**src/rtl/rolling_zscore_trade_signal_defines.svh**
```systemverilog
// assertion macros for the rolling z-score signal block
`ifndef ROLLING_ZSCORE_TRADE_SIGNAL_DEFINES_SVH
`define ROLLING_ZSCORE_TRADE_SIGNAL_DEFINES_SVH

// same-cycle implication
`define RZS_ASSERT_IMPL(lbl, clk, rst_n, ante, cons, msg) \
    lbl: assert property (@(posedge clk) disable iff (!rst_n) (ante) |-> (cons)) \
        else $error(msg);

// next-cycle implication
`define RZS_ASSERT_NEXT(lbl, clk, rst_n, ante, cons, msg) \
    lbl: assert property (@(posedge clk) disable iff (!rst_n) (ante) |=> (cons)) \
        else $error(msg);

`endif

```
**src/rtl/rzs_pkg.sv**
```systemverilog
// shared types and constants for the rolling z-score signal block
package rzs_pkg;

    localparam int KEY_W   = 64;
    localparam int PRICE_W = 24;
    localparam int QTY_W   = 24;
    localparam int MID_W   = 25;
    localparam int THR_W   = 8;
    localparam int POS_W   = 32;
    localparam int OQTY_W  = 31;

    localparam logic [THR_W-1:0] ENTRY_RST = 8'd16;
    localparam logic [THR_W-1:0] EXIT_RST  = 8'd1;

    localparam logic CFG_ENTRY = 1'b0;
    localparam logic CFG_EXIT  = 1'b1;

    localparam logic ACT_TICK = 1'b0;
    localparam logic ACT_FILL = 1'b1;

    localparam logic SIDE_BUY  = 1'b0;
    localparam logic SIDE_SELL = 1'b1;

    typedef struct packed {
        logic               action;
        logic [KEY_W-1:0]   symbol_key;
        logic [PRICE_W-1:0] bid_price;
        logic [PRICE_W-1:0] ask_price;
        logic               fill_side;
        logic [QTY_W-1:0]   fill_quantity;
    } t_tick;

    typedef struct packed {
        logic               order_side;
        logic [KEY_W-1:0]   order_symbol;
        logic [PRICE_W-1:0] order_price;
        logic [OQTY_W-1:0]  order_quantity;
    } t_order;

    typedef struct packed {
        logic capture;
        logic look;
        logic enc;
        logic rd;
        logic smp;
        logic m1;
        logic m2;
        logic m3;
        logic emit;
    } t_cmd;

    typedef struct packed {
        logic is_fill;
        logic drop;
        logic win_full;
        logic order;
        logic out_busy;
    } t_sts;

endpackage

```
**src/rtl/rzs_ctrl.sv**
```systemverilog
// controller state machine for the rolling z-score signal block
module rzs_ctrl (
    input  logic          i_clk,
    input  logic          i_rst_n,
    input  logic          i_in_valid,
    output logic          o_in_ready,
    output rzs_pkg::t_cmd o_cmd,
    input  rzs_pkg::t_sts i_sts
);
    import rzs_pkg::*;

    typedef enum logic [8:0] {
        S_IDLE = 9'b000000001,
        S_LOOK = 9'b000000010,
        S_ENC  = 9'b000000100,
        S_RD   = 9'b000001000,
        S_SMP  = 9'b000010000,
        S_M1   = 9'b000100000,
        S_M2   = 9'b001000000,
        S_M3   = 9'b010000000,
        S_CMP  = 9'b100000000
    } t_state;

    t_state r_state;
    t_state n_state;

    always_comb begin
        n_state = r_state;
        o_cmd   = '0;
        unique case (r_state)
            S_IDLE: begin
                o_cmd.capture = i_in_valid;
                if (i_in_valid) begin
                    n_state = S_LOOK;
                end
            end
            S_LOOK: begin
                o_cmd.look = 1'b1;
                n_state    = S_ENC;
            end
            S_ENC: begin
                o_cmd.enc = 1'b1;
                n_state   = i_sts.drop ? S_IDLE : S_RD;
            end
            S_RD: begin
                o_cmd.rd = 1'b1;
                n_state  = i_sts.is_fill ? S_IDLE : S_SMP;
            end
            S_SMP: begin
                o_cmd.smp = 1'b1;
                n_state   = i_sts.win_full ? S_M1 : S_IDLE;
            end
            S_M1: begin
                o_cmd.m1 = 1'b1;
                n_state  = S_M2;
            end
            S_M2: begin
                o_cmd.m2 = 1'b1;
                n_state  = S_M3;
            end
            S_M3: begin
                o_cmd.m3 = 1'b1;
                n_state  = S_CMP;
            end
            S_CMP: begin
                if (!i_sts.order) begin
                    n_state = S_IDLE;
                end else if (!i_sts.out_busy) begin
                    o_cmd.emit = 1'b1;
                    n_state    = S_IDLE;
                end
            end
            default: begin
                n_state = S_IDLE;
            end
        endcase
    end

    assign o_in_ready = (r_state == S_IDLE);

    always_ff @(posedge i_clk) begin
        if (!i_rst_n) begin
            r_state <= S_IDLE;
        end else begin
            r_state <= n_state;
        end
    end

`include "rolling_zscore_trade_signal_defines.svh"

    `RZS_ASSERT_IMPL(a_emit_free, i_clk, i_rst_n, o_cmd.emit, !i_sts.out_busy, "emit into busy output")
    `RZS_ASSERT_NEXT(a_drop_idle, i_clk, i_rst_n, (r_state == S_ENC) && i_sts.drop, r_state == S_IDLE, "drop not idle")
    `RZS_ASSERT_IMPL(a_fill_no_smp, i_clk, i_rst_n, r_state == S_SMP, !i_sts.is_fill, "fill in sample step")
    `RZS_ASSERT_NEXT(a_cap_look, i_clk, i_rst_n, o_cmd.capture, r_state == S_LOOK, "capture without lookup")

endmodule

```
**config.mk**
```make
export PLATFORM = sky130hd
export DESIGN_NAME = rzs_ctrl
export DESIGN_NICKNAME = d
export VERILOG_FILES = /design/src/rtl/rzs_pkg.sv /design/src/rtl/rzs_ctrl.sv
export VERILOG_INCLUDE_DIRS = /design/src /design/src/rtl
export SDC_FILE = /design/constraint.sdc
export NUM_CORES = 1
export LEC_CHECK = 0
export BUFFER_PORTS_ARGS = -buffer_cell sky130_fd_sc_hd__buf_4
export CAP_MARGIN = 15
export CORE_UTILIZATION = 40
export CTS_CLUSTER_DIAMETER = 120
export DETAILED_ROUTE_END_ITERATION = 12
export GPL_TIMING_DRIVEN = 0
export PLACE_DENSITY_LB_ADDON = 0.3
export SYNTH_ARGS = -nofsm -noshare
export SYNTH_HDL_FRONTEND = slang
export SYNTH_SLANG_ARGS = --single-unit
```
**constraint.sdc**
```tcl
create_clock -name i_clk -period 1.56 [get_ports i_clk]
set_input_delay 0.312 -clock i_clk [delete_from_list [all_inputs] [get_ports i_clk]]
set_output_delay 0.312 -clock i_clk [all_outputs]
set_load 0.01 [all_outputs]
```
==> metrics <==
outcome finished with violations; failing checks negative setup slack; top post-synthesis cells by area dfxtp_1 31%, nor4b_1 7.5%, nor4_1 5.4%; Initial Utilization about 44%; Worst Setup Slack, final -506 ps; max-cap viol count 0; CP Capture Type output port; pin count of the biggest net entering global routing 10; CTS H-Tree Depth 1; count leader, synth dfxtp_1; RSZ-0062 raised after global routing yes; synth unique cells 32; maximum fanout along the worst path 6; Largest Register r_state; Synth Flop Type dfxtp_1; cell row count 13; I/O pin count 18; Post-DRT Antenna Nets 0; Longest Clk Path Bufs 2; fillers 104; Final period util 132%; area grow syn2layout 74.8%; # DRC 0; Final Skew about 4.3 ps; # port buffers 17; number of CTS-inserted buffers 3; Pleak 0.000440 uW; Skew-Pair Late Insertion Delay approximately 260 ps; CORE AREA approximately 0.0013 mm2; Seq/Total Area, Yosys between 30% and 40%; first-pass GRT wire length between 2000 and 2500 um; routability cong. 0.801; number of flip-flops in the largest register 9; mean post-synth cell area between 8 and 9 um2; Reg2Reg Depth 7; dominant cell type by area after synthesis dfxtp_1; Initial DRC Count 6; worst hold margin a little over 200 ps; share of power burned in registers 38.9%; Die Wd between 40 and 50 um; CP peak stage delay between 300 and 400 ps; VDD IR max 0.509 mV; flops & latches, synth 9; chip height between 40 and 50 um; crit-path most repeated cell buf_4; Net Sw Frac about 29%; Slew @ Worst Pin a little under 400 ps; TNS Setup -6000 ps; Top Registers r_state x9; Worst Path Required 1250 ps; CTS tree built; Switching Power about 180 uW; fin crit period just over 2000 ps; fin cells about 120; fmax just under 500 MHz; Placed Cells approximately 100; post-synthesis instance total 70; CP Launch Type flop; layout cells sized above 1 between 60 and 70%; Worst slew margin about three quarters; Final #Nets around 110; Clk pin slew, worst setup/hold paths 60 ps; Slowest-stage cell, CP nor4b_1; Int Pwr approximately 440 uW; Synth top cells by count 9 x dfxtp_1, 8 x nor2_1, 5 x nor3_1, 5 x nor4_1, 5 x nor4b_1; synthesized area a little under 600 um2; Power Dens Cells 609 mW/mm2; Async SR Flop Fraction 0%; Layout Utilization between 70% and 80%; Total Routing Usage GR about a quarter; initial antenna violation count 0; via-per-instance ratio 5.52; post-DP HPWL just over 1000 um; die area roughly 0.0016 mm2; combinational power share 31.2%; Synth top area share between 30% and 40%; crit path kind reg -> out; clock share of power roughly 30%; DR vias 657; Num Clock Sinks 9; Routed WL per cell around 15 um; Hold WC Path Type in -> reg; Synthesized Nets just under 80; Ys Warns 0; crit path DAT between 1500 and 2000 ps; vias in the first global route between 600 and 700; diode count 0; root buffer cell clkbuf_4; Slew Viols, Final 0; Post-synth EDFFs 0; Final Hold Fails 0; worst path cell trace buf_4 -> buf_4 -> nor4b_1 -> nand3_1 -> nor2_1 -> buf_4; hold depth 2; Final setup viols 18; Pre-antenna DRT Iters 4; final wirelength 1810 um; grt ovf 0
## through the flow
step                      total power, uW  area, um2  setup slack, ps
final                                 619       1020             -506
after global routing                  649       1020             -540
after CTS                             575        923             -490
after detailed placement              368        776             -282
after global placement                365        776             -258
after floorplan                       327        629             -165
## cell usage in the layout, fill, tap and decap left out, types with 2 or more instances in the layout
| master | netlist | routed |
|---|---|---|
| xor2_1 | 2 | 2 |
| nor2_4 | 0 | 3 |
| nor4b_2 | 0 | 2 |
| nor3_1 | 5 | 4 |
| nor4_1 | 5 | 2 |
| buf_6 | 1 | 8 |
| nor3b_2 | 0 | 2 |
| inv_1 | 4 | 3 |
| or4_4 | 1 | 2 |
| nand2_1 | 4 | 2 |
| nor4_4 | 0 | 2 |
| clkbuf_4 | 0 | 3 |
| and2_4 | 0 | 2 |
| dfxtp_4 | 0 | 3 |
| dfxtp_1 | 9 | 3 |
| nor4b_1 | 5 | 3 |
| dfxtp_2 | 0 | 3 |
| nor2_1 | 8 | 5 |
| buf_4 | 0 | 25 |
## power groups by stage
stage / registers [uW] / clock network (uW) / logic [uW]
2_1_floorplan: 247 / 0 / 79.5
3_3_place_gp: 249 / 0 / 117
3_5_place_dp: 249 / 0 / 119
4_1_cts: 240 / 186 / 149
5_1_grt: 241 / 202 / 206
6_report: 241 / 185 / 193
## metal layers
layer,vias up,GRT usage [%],wire length (um)
met4,0,9.48,31
met1,317,23.8,745
met5,-,0,0
met3,4,8.33,63
li1,322,-,-
met2,14,44.0,972
## worst paths after layout
check             startpoint    endpoint  slack, ps
hold reg to reg   r_state[7]  r_state[7]        590
setup reg to reg  r_state[7]  r_state[2]       -310
hold / removal      i_sts[4]  r_state[4]        200
setup / recovery  r_state[4]    o_cmd[7]       -510
## cells by family (layout without fill, tap and decap cells)
logic type,count (synthesis),in the layout,synth area share [%]
flip-flops,9,9,31.0
AO/OA/AOI/OAI,8,8,10.5
buffers and inverters,8,42,7.10
AND/OR/NAND/NOR,43,43,48.4
XOR/XNOR,2,2,3.01
## what timing repair did
action / 4_1_cts / 5_1_grt
pin swaps: 8 / 12
setup buffers: 14 / 5
gates resized for setup: 15 / 19
hold buffers: 0 / 0
endpoints found under the setup margin: 17 / 18
## area by class of cell
cell class	count	area, um2	area share [%]
inverters	4	15.0	1.48
well taps	15	18.8	1.85
repair buffers	33	278	27.3
clock buffers	4	26.3	2.58
plain buffers	1	5.00	0.492
flip-flops and latches	9	195	19.2
multi-input cells	53	479	47.1
## worst max-delay path: cells and delay by family, from the launching register on
kind,cells,cell delay (ps)
and+or+nand+nor,3,700
DFF,1,340
buffers and inverters,3,440
Note: power is estimated with default switching activity, not from simulation.
